**config.mk**
```make
export PLATFORM = sky130hd
export DESIGN_NAME = cbpt_mid_q
export DESIGN_NICKNAME = d
export VERILOG_FILES = /design/src/sv/cbpt_pkg.sv /design/src/sv/cbpt_mid_q.sv
export SDC_FILE = /design/constraint.sdc
export NUM_CORES = 1
export LEC_CHECK = 0
export ABC_CLOCK_PERIOD_IN_PS = 7000
export BUFFER_PORTS_ARGS = -buffer_cell sky130_fd_sc_hd__clkbuf_2
export CAP_MARGIN = 10
export CELL_PAD_IN_SITES_DETAIL_PLACEMENT = 1
export CELL_PAD_IN_SITES_GLOBAL_PLACEMENT = 2
export CORE_MARGIN = 2
export CORE_UTILIZATION = 42
export DETAILED_ROUTE_END_ITERATION = 8
export GPL_ROUTABILITY_DRIVEN = 0
export PLACE_DENSITY_LB_ADDON = 0.1
export RECOVER_POWER = 50
export SLEW_MARGIN = 20
export SYNTH_ARGS = -nofsm -noshare
export SYNTH_HDL_FRONTEND = slang
export SYNTH_SLANG_ARGS = --single-unit
export TNS_END_PERCENT = 1
```
**constraint.sdc**
```tcl
create_clock -name i_clk -period 7 [get_ports i_clk]
set_input_delay 1.75 -clock i_clk [delete_from_list [all_inputs] [get_ports i_clk]]
set_output_delay 1.75 -clock i_clk [all_outputs]
set_load 0.005 [all_outputs]
```
**src/sv/cbpt_pkg.sv**
```systemverilog
// ----------------------------------------------------------------------------
// cbpt_pkg
// shared types, widths and constants of the covalent bond pair test block
// ----------------------------------------------------------------------------
package cbpt_pkg;

    // field widths
    localparam int unsigned IdxW   = 16;
    localparam int unsigned CoordW = 24;
    localparam int unsigned RadW   = 14;
    localparam int unsigned ImgW   = 8;
    localparam int unsigned LatW   = 21;
    localparam int unsigned VecW   = 3 * LatW;
    localparam int unsigned ScaleW = 16;

    // arithmetic widths
    localparam int unsigned DposW  = CoordW + 1;
    localparam int unsigned ProdW  = ImgW + LatW;
    localparam int unsigned DispW  = 30;
    localparam int unsigned SqW    = 2 * DispW - 2;
    localparam int unsigned D2W    = SqW + 2;
    localparam int unsigned RsumW  = RadW + 1;
    localparam int unsigned TW     = RsumW + ScaleW;
    localparam int unsigned TtW    = 2 * TW;
    localparam int unsigned FracShift = 24;
    localparam int unsigned D2LimW    = TtW - FracShift;

    // limits
    localparam int unsigned MaxAtoms   = 65536;
    localparam logic [ScaleW-1:0] ScaleReset = ScaleW'(4096);
    // 0.4^2 in Q.24, rounded down
    localparam logic [D2W-1:0] MinD2Q24 = D2W'(2684354);

    // queues and pipeline
    localparam int unsigned MidDepth  = 4;
    localparam int unsigned MidPtrW   = $clog2(MidDepth);
    localparam int unsigned MidCntW   = $clog2(MidDepth + 1);
    localparam int unsigned OutDepth  = 8;
    localparam int unsigned OutPtrW   = $clog2(OutDepth);
    localparam int unsigned OutCntW   = $clog2(OutDepth + 1);
    localparam int unsigned PipeDepth = 4;
    localparam int unsigned PipeCntW  = $clog2(PipeDepth + 1);

    // configuration register indexes
    localparam int unsigned CfgIdxW = 2;
    typedef enum logic [CfgIdxW-1:0] {
        CFG_LAT_A,
        CFG_LAT_B,
        CFG_LAT_C,
        CFG_BOND_SCALE
    } t_cfg_reg;

    typedef enum logic {
        OP_CENTER,
        OP_NEIGHBOR
    } t_opcode;

    typedef struct packed {
        t_opcode                 opcode;
        logic [IdxW-1:0]         atom_index;
        logic signed [CoordW-1:0] pos_x;
        logic signed [CoordW-1:0] pos_y;
        logic signed [CoordW-1:0] pos_z;
        logic [RadW-1:0]         radius;
        logic                    has_radius;
        logic signed [ImgW-1:0]  image_x;
        logic signed [ImgW-1:0]  image_y;
        logic signed [ImgW-1:0]  image_z;
    } t_in_item;

    typedef struct packed {
        logic [IdxW-1:0]        first_atom;
        logic [IdxW-1:0]        second_atom;
        logic signed [ImgW-1:0] bond_image_x;
        logic signed [ImgW-1:0] bond_image_y;
        logic signed [ImgW-1:0] bond_image_z;
    } t_out_item;

    // one classified neighbor pair on its way to the back end
    typedef struct packed {
        t_out_item               res;
        logic [2:0][DposW-1:0]   dpos;
        logic [RsumW-1:0]        rsum;
    } t_job;

    typedef struct packed {
        logic [VecW-1:0]   lat_a;
        logic [VecW-1:0]   lat_b;
        logic [VecW-1:0]   lat_c;
        logic [ScaleW-1:0] scale;
    } t_cfg;

    // component k (x, y, z) of a packed lattice vector
    function automatic logic signed [LatW-1:0] lat_comp(
        input logic [VecW-1:0] vec,
        input int unsigned     k
    );
        return vec[LatW*k +: LatW];
    endfunction

endpackage

```
**src/sv/cbpt_mid_q.sv**
```systemverilog
// ----------------------------------------------------------------------------
// cbpt_mid_q
// short queue of classified pairs between the front and the back end
// ----------------------------------------------------------------------------
module cbpt_mid_q (
    input  logic           i_clk,
    input  logic           i_rst_n,
    input  logic           i_we,
    input  cbpt_pkg::t_job i_job,
    output logic           o_full,
    input  logic           i_re,
    output logic           o_empty,
    output cbpt_pkg::t_job o_job
);
    import cbpt_pkg::*;

    t_job               r_mem [MidDepth];
    logic [MidPtrW-1:0] r_wr_ptr;
    logic [MidPtrW-1:0] r_rd_ptr;
    logic [MidCntW-1:0] r_cnt;

    logic w_wr;
    logic w_rd;

    assign o_full  = r_cnt == MidCntW'(MidDepth);
    assign o_empty = r_cnt == '0;
    assign w_wr    = i_we && !o_full;
    assign w_rd    = i_re && !o_empty;
    assign o_job   = r_mem[r_rd_ptr];

    // pointers and fill count
    always_ff @(posedge i_clk) begin
        if (!i_rst_n) begin
            r_wr_ptr <= '0;
            r_rd_ptr <= '0;
            r_cnt    <= '0;
        end else begin
            if (w_wr) begin
                r_wr_ptr <= r_wr_ptr + 1'b1;
            end
            if (w_rd) begin
                r_rd_ptr <= r_rd_ptr + 1'b1;
            end
            r_cnt <= r_cnt + MidCntW'(w_wr) - MidCntW'(w_rd);
        end
    end

    // storage
    always_ff @(posedge i_clk) begin
        if (w_wr) begin
            r_mem[r_wr_ptr] <= i_job;
        end
    end

endmodule

```
## After elaboration in Yosys (flattened, before gate mapping)

Memory sizes are Yosys's and may differ from the RTL's. A register that Yosys moved wholly into a read port is not among the register bits.
Index checks and enable logic that the tools add are counted.

- Memory bits (writable): 584
- Output and inout port bits: 148
- Memories kept: 1
- Flip-flop bits (word level): 7

Memories:

| name | depth | width | rd ports | clocked after memory_dff | write ports | RTL line | source |
|---|---|---|---|---|---|---|---|
| r_mem | 4 | 146 | 1 | 1 | 1 | cbpt_mid_q.sv:17 | `t_job r_mem [MidDepth];` |

- Reductions and logical operators: 5
- Add/subtract/negate cells: 4
- Mux-type cells: 4
- Equal/unequal tests: 1

Operator list:

| operator | number |
|---|---|
| 2-bit by 1-bit adder with 2-bit output (second input constant) | 2 |
| 2-bit 2-to-1 mux | 2 |
| 3-bit by 1-bit adder with 3-bit output | 1 |
| 3-bit equality test (second input constant) | 1 |
| 3-bit zero test | 1 |
| 3-bit by 1-bit subtractor with 3-bit output | 1 |
| 1-bit logical AND | 2 |
| 1-bit zero test | 2 |
| 1-bit 2-to-1 mux | 2 |

## Logic depth before layout (Yosys ltp)

- Depth in word-level cells: 5
- Depth in mapped cells: 11
- Gate-level depth less buffers: 10

## Worst setup path before layout

OpenSTA, ideal clock, no wires.

- Path type: input to register
- Start point: input i_we
- End point: memory r_mem[0][0] (netlist name) (enable)
- Data arrival time: 5.474 ns
- Path buffers: 1
- Stages: 3
- Setup slack: 1.003 ns
- Path through: nor2b_1 clkbuf_1 and2_1

- Cells in the longest elaborated chain, start to end: 3

Ends and longest elaborated chain:

| item | RTL line | source |
|---|---|---|
| start, declared | cbpt_mid_q.sv:8 | `input logic i_we,` |
| 1-bit logical AND | cbpt_mid_q.sv:27 | `assign w_wr = i_we && !o_full;` |
| 1-bit 2-to-1 mux | cbpt_mid_q.sv:50 | `if (w_wr) begin` |
| 1-bit 2-to-1 mux (implied by the code) | cbpt_mid_q.sv:51 | `r_mem[r_wr_ptr] <= i_job;` |
| end, declared | cbpt_mid_q.sv:17 |  |

No other way between the ends.

## Final worst setup path

- Start point: input i_we
- End point: memory r_mem[3][45] (netlist name) (enable)

Same word-level chain as after synthesis.

==> summary.txt <==
Clock tree
  – Clk_lat worst skew: roughly 0.61 ns
  – H-tree depth: 2
  – CTS root buffer: clkbuf_16
  – # resized after CTS: 0
  – CTS Sinks: between 500 and 600
  – CTS Buf Count: 60
  – Clk buf depth: 3
  – CTS tree: done
  – Hold_buf cts: 0
  – CTS clk-pin slew, worst paths: approximately 0.06 ns
  – Setup Buffers After CTS: 0

Worst setup path
  – Worst-path cell chain: clkbuf_2 > nor2b_1 > and2_0 > buf_12
  – Crit-path slowest cell: and2_0
  – Path depth of the worst reg2reg path: 4
  – Crit path DAT: about 5 ns
  – Worst-path fanout max: about 120
  – CP Class: input pin to flip-flop
  – Critical Path Source: i_we
  – Worst reg2reg path endpoint: r_mem[3][45]
  – CP Capture Point: r_mem[3][45]
  – CP Launch Type: input pin
  – Critical path required time: about 7.2 ns
  – Largest stage delay, worst path: roughly 1.9 ns
  – Top delay family on crit path: simple AND/OR/NAND/NOR gates
  – Worst path depth: 4
  – Origin of the critical flop-to-flop path: r_cnt[2]
  – Setup crit end kind: flip-flop
  – CP bufs+invs: 2
  – R2R setup slack: 2.90 ns

Routing
  – DR vias: 9,557
  – Vias per cell: approximately 5.1
  – Iteration-0 DRC Markers: 580
  – WL final: around 45 mm
  – Remaining DRCs: 0
  – DRT Pass-1 Iters: 4
  – Routed Antenna Nets: 0
  – Wire length per cell: approximately 24 microns

Global route
  – Largest net degree at the start of global routing: about 130
  – Initial antenna violation count: 8
  – Global route overflow: 0
  – Vias in the first global route: 10,400
  – Total GRT Usage: 0.171
  – First-pass GRT wire length: about 67 mm

Run status
  – Outcome: finished, violations left
  – Failing checks: max-capacitance violations, max-slew violations

Synthesis
  – Syn Nets: 970
  – Syn Area/Cell: 26.5 sq um
  – Cell area after synthesis: 0.0215 sq mm
  – Syn Inst Count: slightly above 800
  – Flops & latches, synth: roughly 590
  – Synth cell types: 22
  – Ys Warns: 0
  – Sequential area share after synthesis: 0.823

Final layout
  – Area Overhead vs Synth: 18.0%
  – Commonest cells after routing, fill and taps aside: edfxtp_1, clkbuf_1, clkbuf_2
  – Final net count: 1,305
  – Filler cell count: 4,506
  – Layout cells sized above 1: 0.319
  – Core Util, Final: 0.504
  – Finished Cell Area: 0.0254 sq mm
  – Most common cell after layout, fill and taps aside: edfxtp_1

Timing
  – Final WS setup: 2.19 ns
  – Slew HR: -0.676
  – Tcrit/Tclk final: 0.687
  – Max Clock Skew: around 0.012 ns
  – Slew Limit Fails: 31
  – Peak Freq: roughly 0.21 GHz
  – Final Hold Viols: 0
  – Final min period: ~4.8 ns
  – Post-route setup TNS: 0 ns
  – Worst Tran Pin Value: around 2.5 ns
  – RSZ-0062 raised after global routing: false
  – Final setup violation count: 0

Power and ir drop
  – Max IR drop VDD: around 0.00038 V
  – Total power: roughly 9.1 mW
  – Pleak: ~8 nW
  – PD cells: 358 mW/mm^2

Placed design
  – Port Buffers: 297
  – Post-place setup slack: between 2 and 3 ns
  – Post-DP Area: around 0.024 sq mm
  – Post-DP HPWL: around 27 mm

Floorplan
  – Core ar.: just over 0.05 sq mm
  – Starting Density: 0.427
  – I/O pin cnt: between 200 and 300
  – Die ar.: 0.0531 sq mm
  – Die W: 230 microns
  – Die Height: around 230 microns
  – Num rows: 82

Run
  – Number of max-cap violations: 1

Worst hold path
  – Hold path startpoint: r_rd_ptr[1]
  – HP Class: flip-flop to flip-flop
## through the flow
step,instances,hold WS [ns]
global route,1866,0.522
global placement,1758,0.480
detailed placement,1758,0.494
finish,1866,0.498
CTS,1864,0.503
floorplan,813,0.461
## worst register-to-register path: stages, from the launching register on
cell and delay [ns]:
dfxtp_1 0.33, nor3b_1 0.18, nor2b_1 0.47, and2_0 1.91, buf_12 0.57
## area by class of cell
class	count	area, sq um	area share
diodes	2	5.00	0.000197
clock buffers	88	1650	0.0649
clock inverters	18	134	0.00527
inverters	6	22.5	0.000887
multi-input cells	180	3560	0.140
flip-flops and latches	593	17700	0.698
well taps	672	841	0.0331
repair buffers	307	1460	0.0576
## cell usage after synthesis
cell	instances	area [sq um]
or4bb_1	1	11.3
or3_1	1	6.26
nand2_1	6	22.5
and2b_1	1	7.51
mux4_2	146	3290
inv_1	6	22.5
xnor2_1	2	17.5
nor3b_1	1	7.51
edfxtp_1	584	17500
ha_1	6	75.1
buf_2	14	70.1
a21boi_0	1	7.51
nor3_1	1	5.00
mux2i_1	2	20.0
fa_1	1	20.0
clkbuf_1	4	15.0
and2_1	7	43.8
buf_4	8	60.1
dfxtp_1	9	180
nor2b_1	1	6.26
o21ai_0	3	15.0
buf_6	8	90.1
## per-layer routing
layer,part of all wire,wire (microns),track usage,vias up
met4,0.021,953,0.0520,12
li1,-,-,-,4180
met2,0.50,22800,0.283,231
met5,0.0017,78,0,-
met3,0.060,2690,0.0476,70
met1,0.41,18700,0.223,5064
## where the power goes
part	internal (mW)	switching, mW
Clock	1.69	1.26
Sequential	4.31	0.0884
Combinational	0.836	0.911
## cells by family (layout without fill, tap and decap cells)
family	after synthesis	count (layout)	synth area share
xor+xnor	2	2	0.000814
fa+ha+maj	7	7	0.00442
simple gates	19	19	0.00511
mux	148	148	0.154
compound gates	4	4	0.00105
buf+inv	40	419	0.0120
flops	593	593	0.823
other cells	0	2	0
## sequential cells by signal (all words and copies together) (netlist names), named ones only
signal and flops:
r_mem 584, r_cnt 3, r_rd_ptr 2, r_wr_ptr 2
## worst min path at each step
| stage | slack (ns) | to | cells after the start |
|---|---|---|---|
| after floorplan | 0.46 | flip-flop | 2 |
| after detailed placement | 0.49 | r_wr_ptr[1] | 2 |
| after global routing | 0.52 | r_wr_ptr[0] | 2 |
| after global placement | 0.48 | flip-flop | 2 |
| after CTS | 0.50 | flip-flop | 2 |
| final | 0.50 | flip-flop | 2 |
No activity file was read; power rests on OpenSTA's default activity.
