[src/sv/cbpt_pkg.sv]
// ----------------------------------------------------------------------------
// cbpt_pkg
// shared types, widths and constants of the covalent bond pair test block
// ----------------------------------------------------------------------------
package cbpt_pkg;

    // field widths
    localparam int unsigned IdxW   = 16;
    localparam int unsigned CoordW = 24;
    localparam int unsigned RadW   = 14;
    localparam int unsigned ImgW   = 8;
    localparam int unsigned LatW   = 21;
    localparam int unsigned VecW   = 3 * LatW;
    localparam int unsigned ScaleW = 16;

    // arithmetic widths
    localparam int unsigned DposW  = CoordW + 1;
    localparam int unsigned ProdW  = ImgW + LatW;
    localparam int unsigned DispW  = 30;
    localparam int unsigned SqW    = 2 * DispW - 2;
    localparam int unsigned D2W    = SqW + 2;
    localparam int unsigned RsumW  = RadW + 1;
    localparam int unsigned TW     = RsumW + ScaleW;
    localparam int unsigned TtW    = 2 * TW;
    localparam int unsigned FracShift = 24;
    localparam int unsigned D2LimW    = TtW - FracShift;

    // limits
    localparam int unsigned MaxAtoms   = 65536;
    localparam logic [ScaleW-1:0] ScaleReset = ScaleW'(4096);
    // 0.4^2 in Q.24, rounded down
    localparam logic [D2W-1:0] MinD2Q24 = D2W'(2684354);

    // queues and pipeline
    localparam int unsigned MidDepth  = 4;
    localparam int unsigned MidPtrW   = $clog2(MidDepth);
    localparam int unsigned MidCntW   = $clog2(MidDepth + 1);
    localparam int unsigned OutDepth  = 8;
    localparam int unsigned OutPtrW   = $clog2(OutDepth);
    localparam int unsigned OutCntW   = $clog2(OutDepth + 1);
    localparam int unsigned PipeDepth = 4;
    localparam int unsigned PipeCntW  = $clog2(PipeDepth + 1);

    // configuration register indexes
    localparam int unsigned CfgIdxW = 2;
    typedef enum logic [CfgIdxW-1:0] {
        CFG_LAT_A,
        CFG_LAT_B,
        CFG_LAT_C,
        CFG_BOND_SCALE
    } t_cfg_reg;

    typedef enum logic {
        OP_CENTER,
        OP_NEIGHBOR
    } t_opcode;

    typedef struct packed {
        t_opcode                 opcode;
        logic [IdxW-1:0]         atom_index;
        logic signed [CoordW-1:0] pos_x;
        logic signed [CoordW-1:0] pos_y;
        logic signed [CoordW-1:0] pos_z;
        logic [RadW-1:0]         radius;
        logic                    has_radius;
        logic signed [ImgW-1:0]  image_x;
        logic signed [ImgW-1:0]  image_y;
        logic signed [ImgW-1:0]  image_z;
    } t_in_item;

    typedef struct packed {
        logic [IdxW-1:0]        first_atom;
        logic [IdxW-1:0]        second_atom;
        logic signed [ImgW-1:0] bond_image_x;
        logic signed [ImgW-1:0] bond_image_y;
        logic signed [ImgW-1:0] bond_image_z;
    } t_out_item;

    // one classified neighbor pair on its way to the back end
    typedef struct packed {
        t_out_item               res;
        logic [2:0][DposW-1:0]   dpos;
        logic [RsumW-1:0]        rsum;
    } t_job;

    typedef struct packed {
        logic [VecW-1:0]   lat_a;
        logic [VecW-1:0]   lat_b;
        logic [VecW-1:0]   lat_c;
        logic [ScaleW-1:0] scale;
    } t_cfg;

    // component k (x, y, z) of a packed lattice vector
    function automatic logic signed [LatW-1:0] lat_comp(
        input logic [VecW-1:0] vec,
        input int unsigned     k
    );
        return vec[LatW*k +: LatW];
    endfunction

endpackage

[src/sv/cbpt_front.sv]
// ----------------------------------------------------------------------------
// cbpt_front
// accepts items, latches the center atom and classifies neighbor pairs
// ----------------------------------------------------------------------------
module cbpt_front (
    input  logic             i_clk,
    input  logic             i_rst_n,
    input  cbpt_pkg::t_in_item i_item,
    input  logic             i_push,
    input  logic             i_q_full,
    output logic             o_job_we,
    output cbpt_pkg::t_job   o_job
);
    import cbpt_pkg::*;

    logic                    r_center_usable;
    logic [IdxW-1:0]         r_center_atom;
    logic [2:0][CoordW-1:0]  r_center_pos;
    logic [RadW-1:0]         r_center_radius;

    logic                    w_accept;
    logic                    w_center_we;
    logic [2:0][CoordW-1:0]  w_pos;
    logic                    w_idx_ok;

    assign w_accept    = i_push && !i_q_full;
    assign w_center_we = w_accept && (i_item.opcode == OP_CENTER);
    assign w_idx_ok    = 32'(i_item.atom_index) < MaxAtoms;
    assign w_pos       = {i_item.pos_z, i_item.pos_y, i_item.pos_x};

    // center usable flag
    always_ff @(posedge i_clk) begin
        if (!i_rst_n) begin
            r_center_usable <= 1'b0;
        end else if (w_center_we) begin
            r_center_usable <= i_item.has_radius && w_idx_ok;
        end
    end

    // center payload
    always_ff @(posedge i_clk) begin
        if (w_center_we) begin
            r_center_atom   <= i_item.atom_index;
            r_center_pos    <= w_pos;
            r_center_radius <= i_item.radius;
        end
    end

    // neighbor filter: only pairs that may bond go to the back end
    assign o_job_we = w_accept && (i_item.opcode == OP_NEIGHBOR) && r_center_usable
                   && i_item.has_radius && w_idx_ok
                   && (i_item.atom_index > r_center_atom);

    // pair payload: raw displacement and summed radii
    always_comb begin
        o_job.res.first_atom   = r_center_atom;
        o_job.res.second_atom  = i_item.atom_index;
        o_job.res.bond_image_x = i_item.image_x;
        o_job.res.bond_image_y = i_item.image_y;
        o_job.res.bond_image_z = i_item.image_z;
        for (int k = 0; k < 3; k++) begin
            o_job.dpos[k] = {w_pos[k][CoordW-1], w_pos[k]}
                          - {r_center_pos[k][CoordW-1], r_center_pos[k]};
        end
        o_job.rsum = {1'b0, i_item.radius} + {1'b0, r_center_radius};
    end

endmodule

[config.mk]
export PLATFORM = sky130hd
export DESIGN_NAME = cbpt_front
export DESIGN_NICKNAME = d
export VERILOG_FILES = /design/src/sv/cbpt_pkg.sv /design/src/sv/cbpt_front.sv
export SDC_FILE = /design/constraint.sdc
export NUM_CORES = 1
export LEC_CHECK = 0
export ABC_AREA = 1
export BUFFER_PORTS_ARGS = -buffer_cell sky130_fd_sc_hd__buf_2
export CAP_MARGIN = 25
export CORE_ASPECT_RATIO = 0.75
export CORE_UTILIZATION = 50
export CTS_CLUSTER_DIAMETER = 80
export DETAILED_ROUTE_END_ITERATION = 10
export GPL_ROUTABILITY_DRIVEN = 0
export PLACE_DENSITY = 0.76
export SLEW_MARGIN = 20
export SYNTH_ARGS = -nofsm -noshare
export SYNTH_HDL_FRONTEND = slang
export SYNTH_SLANG_ARGS = --single-unit
[constraint.sdc]
create_clock -name i_clk -period 3.5 [get_ports i_clk]
set_input_delay 0.175 -clock i_clk [delete_from_list [all_inputs] [get_ports i_clk]]
set_output_delay 0.175 -clock i_clk [all_outputs]
set_load 0.1 [all_outputs]
# ---- Word-level counts from Yosys, hierarchy flattened
# Cells that the tools add are included.
dict set report op_classes {
  eq_ne 0
  addsub 4
  shift 0
  n_div 0
  n_mux 0
  n_bitwise 1
  n_lt_le_gt_ge 1
  n_reduce_logical 7
  n_mul 0
}
# cell count
set ops {}
lappend ops {{24-bit by 24-bit subtractor with 25-bit output} 3}
lappend ops {{16-bit greater-than comparator} 1}
lappend ops {{14-bit by 14-bit adder with 15-bit output} 1}
lappend ops {{1-bit logical AND} 6}
lappend ops {{1-bit zero test} 1}
lappend ops {{1-bit NOT} 1}
dict set report totals {
  latch_bits 0
  romBits 0
  memories 0
  elab_cells 19
  reg_bits 103
  output_inout_bits 147
  mem_bits_rw 0
}

# ---- Longest topological paths before layout
dict set report depth {
  depth_word 6
  mapped_depth 12
  depth_no_buf 12
}

# ---- Least setup slack after synthesis
# No wires, ideal clock.
dict set report synth_path {
  path_type {reg2out}
  start {register r_center_atom[3]}
  end {output port o_job_we}
  path_buffers 0
  t_arrival_ps 3174
  required_time_ps 3325
  setup_slack_ps 151
  path_stages_with_launch 10
  cell_sequence {edfxtp_1 > inv_1 > ha_1 > nand2_1 > o21bai_1 > nand2_1 > nand2_1 > nand2_1 > nand2_1 > a21oi_1}
}
dict set report synth_between {
  elab_chain_cells 2
}
# item line_no
set synth_lines {}
lappend synth_lines {{start: declaration} cbpt_front.sv:17} ;# logic [IdxW-1:0] r_center_atom;
lappend synth_lines {{start signal: assignment} cbpt_front.sv:43} ;# r_center_atom <= i_item.atom_index;
lappend synth_lines {{16-bit greater-than comparator} cbpt_front.sv:52} ;# && (i_item.atom_index > r_center_atom);
lappend synth_lines {{1-bit logical AND} cbpt_front.sv:52}
lappend synth_lines {{end: declaration} cbpt_front.sv:11} ;# output logic o_job_we,
# Every way passes these cells.

==> impl_results.md <==
- Status: finished, final reports clean
- Critical Path AT: 2.72 ns
- Die area: 0.0211 mm²
- Commonest non-fill, non-tap cells in the layout: nand2_1, inv_1, buf_2, ha_1, edfxtp_1
- Yosys warning count: 0
- Fin crit period: 2.90 ns
- Fmax: 345 MHz
- Non-Filler Instances: 2,023
- Avg WL per Cell: 12.5 µm
- Total CTS buffers: 9
- Distinct cells, synth: 30
- Syn Nets: 1,784
- Clk_lat worst skew: 0.35 ns
- Final Setup Violations: 0
- Reg-to-reg endpoint: r_center_usable$_SDFFE_PN0P_
- Worst rel slew slack: 56.4%
- Crit. End Element: output pin
- Leakage power: 6.96 nW
- Worst-Margin Slew: 0.654 ns
- I/O pins: 279
- Vias per Instance: 4.80
- Cell internal pwr: 2.55 mW
- Site Rows: 44
- Core footprint: 0.0197 mm²
- Final Cycle Share: 82.9%
- Setup CP Type: primary input to output pin
- ANT nets after route: 0
- Worst-case clock buffer depth: 2
- Vias in the first global route: 8,687
- Nets: 2,002
- Clock-pin slew of the registers on the worst-case setup and hold paths: 0.08 ns
- Total global routing overflow: 0
- Layout cells sized above 1: 17.1%
- Fill cells: 1,867
- DR pass1 iterations: 8
- DR DRC count: 0
- Sequential fraction of the synthesis area: 30.1%
- Largest net degree at the start of global routing: 56
- Synthesis-to-layout area growth: 16.2%
- CTS H-tree depth: 3
- Setup TNS: 0 ns
- Post-Syn Instances: 1,546
- Root Driver: clkbuf_16
- Reg power frac: 26.3%
- RSZ-0062 raised after global routing: false
- Switch share: 53.4%
- Hold Crit Depth: 1
- Max_cap viols: 0
- Pwr/cell area: 459 mW/mm²
- Vias: 9,713
- GRT Total Usage: 24.1%
- VDD IR-drop max: 453 µV
- Syn_area_per_cell: 6.63 µm²
- Total Power: 5.47 mW
- R2r startpoint: r_center_usable$_SDFFE_PN0P_
- Detailed Route Iter0 Violations: 723
- First-pass GRT wire length: 41,000 µm
- # port buffers: 230
- Clock Skews: 0 ns
- Worst EP required: 3.32 ns
- Die width: 167 µm
- Routed WL: 25,400 µm
- Net Sw Power: 2.92 mW
- Comb power frac: 54.0%
- Initial antenna violation count: 1
- Most common cell after layout, fill and taps aside: nand2_1
- Final Hold Vio Count: 0
- Placed cell count: 1,990
- R2R Setup Slk: 2.96 ns
- Placed Area: 0.0114 mm²
- Post-CTS Resized: 0
- DP HPWL: 21,000 µm
- Worst Setup Start Kind: primary input
- Worst reg-to-reg path cell count: 2
- Hold_sp: i_item[100]
- FF+latch count, synth: 103
- Clock sink total: 103
- CP Max Fanout: 4
- Final Max Tran Viols: 0
- Layout Cell Area excl Fill: 0.0119 mm²
- Die Y: 126 µm
- Initial Util: 52.0%
- Worst Hold Path EP: r_center_pos[13]$_DFFE_PP_
- CTS tree: yes
- Power share of the clock group: 19.8%
- Syn Std Cell Area: 0.0103 mm²
- HP Class: primary input to register
==> registers in the layout, summed over array words and instances (netlist names) <==
name	flops
r_center_usable	1
r_center_atom	16
r_center_pos	72
r_center_radius	14
==> worst max-delay path: stages <==
cell and delay [ns]:
dlygate4sd3_1 0.52, buf_2 0.10, inv_1 0.04, ha_1 0.24
fa_1 0.42, inv_1 0.12, nand2_1 0.07, nand2_1 0.07
nand3_1 0.07, nand2_2 0.12, nand2_1 0.06, nand2_1 0.12
xor2_1 0.15, buf_2 0.44
==> power groups by stage <==
stage                     clock network (mW)  logic, mW  registers (mW)
after floorplan                            0       2.49            1.53
after global placement                     0       2.90            1.46
after detailed placement                   0       2.92            1.47
after CTS                               1.11       2.94            1.44
after global routing                    1.15       3.12            1.44
final                                   1.08       2.95            1.44
==> worst max path at each step <==
stage | from | to | slack, ns | cells after the start
after floorplan | r_center_atom[3]$_DFFE_PP_ | o_job_we | 0.15 | 9
after global placement | r_center_pos[0]$_DFFE_PP_ | o_job[27] | 1.10 | 11
after detailed placement | r_center_pos[0]$_DFFE_PP_ | o_job[27] | 1.08 | 11
after CTS | i_item[87] | o_job[27] | 0.60 | 14
after global routing | i_item[87] | o_job[27] | 0.44 | 14
final | i_item[87] | o_job[27] | 0.60 | 14
==> what timing repair did <==
| item | 4_1_cts | 5_1_grt |
|---|---|---|
| hold endpoints to repair | 10 | 6 |
| hold buffers | 10 | 6 |
| buffers inserted | 0 | 0 |
==> cell families after synthesis <==
kind of cell,Yosys count,share of synthesized area (%)
AO/OA/AOI/OAI,70,3.59
XOR/XNOR,46,3.93
adder cells (fa/ha/maj),106,13.2
buffers and inverters,413,16.6
flip-flops,103,30.1
AND/OR/NAND/NOR,808,32.6
==> cells in the mapped netlist, drive strengths merged <==
cell    instances  area share (%)
a21boi          1           0.073
a21o            1           0.073
a21oi          57             2.8
a31oi           2            0.12
and2            5            0.30
buf            40             2.9
dfxtp           1            0.20
edfxtp        102              30
fa              4            0.78
ha            102              12
inv           373              14
nand2         580              22
nand3          73             3.6
nand3b          6            0.44
nand4          19             1.2
nor2          113             4.8
nor3            7            0.34
o21a            1           0.073
o21ai           5            0.24
o21bai          3            0.22
or2             5            0.31
xnor2           4            0.34
xor2           42             3.6
==> metal layers <==
metal | global-route usage [%] | vias to the layer above | wire [µm]
li1 | - | 5111 | -
met3 | 4.75 | 28 | 2100
met4 | 4.64 | 0 | 310
met5 | 0 | - | 0
met1 | 35.3 | 4217 | 12400
met2 | 36.8 | 357 | 10500
==> cell type report <==
class	count	area, µm²	area share (%)
Antenna cell	1	2.50	0.0210
Clock buffer	9	225	1.89
Clock inverter	7	83.8	0.703
Inverter	373	1400	11.8
Multi-Input combinational cell	1030	5470	45.9
Sequential cell	103	3080	25.9
Tap cell	253	317	2.66
Timing Repair Buffer	247	1330	11.2
==> through the flow <==
step	setup slack [ns]	hold WS (ns)	util (%)
final	0.600	0.0106	60.5
after global routing	0.440	0.0000221	60.5
after CTS	0.599	0.0000410	60.2
after detailed placement	1.08	0.351	58.1
after global placement	1.10	0.351	58.1
after floorplan	0.151	0.274	-
Power figures use the tool's default switching activity.
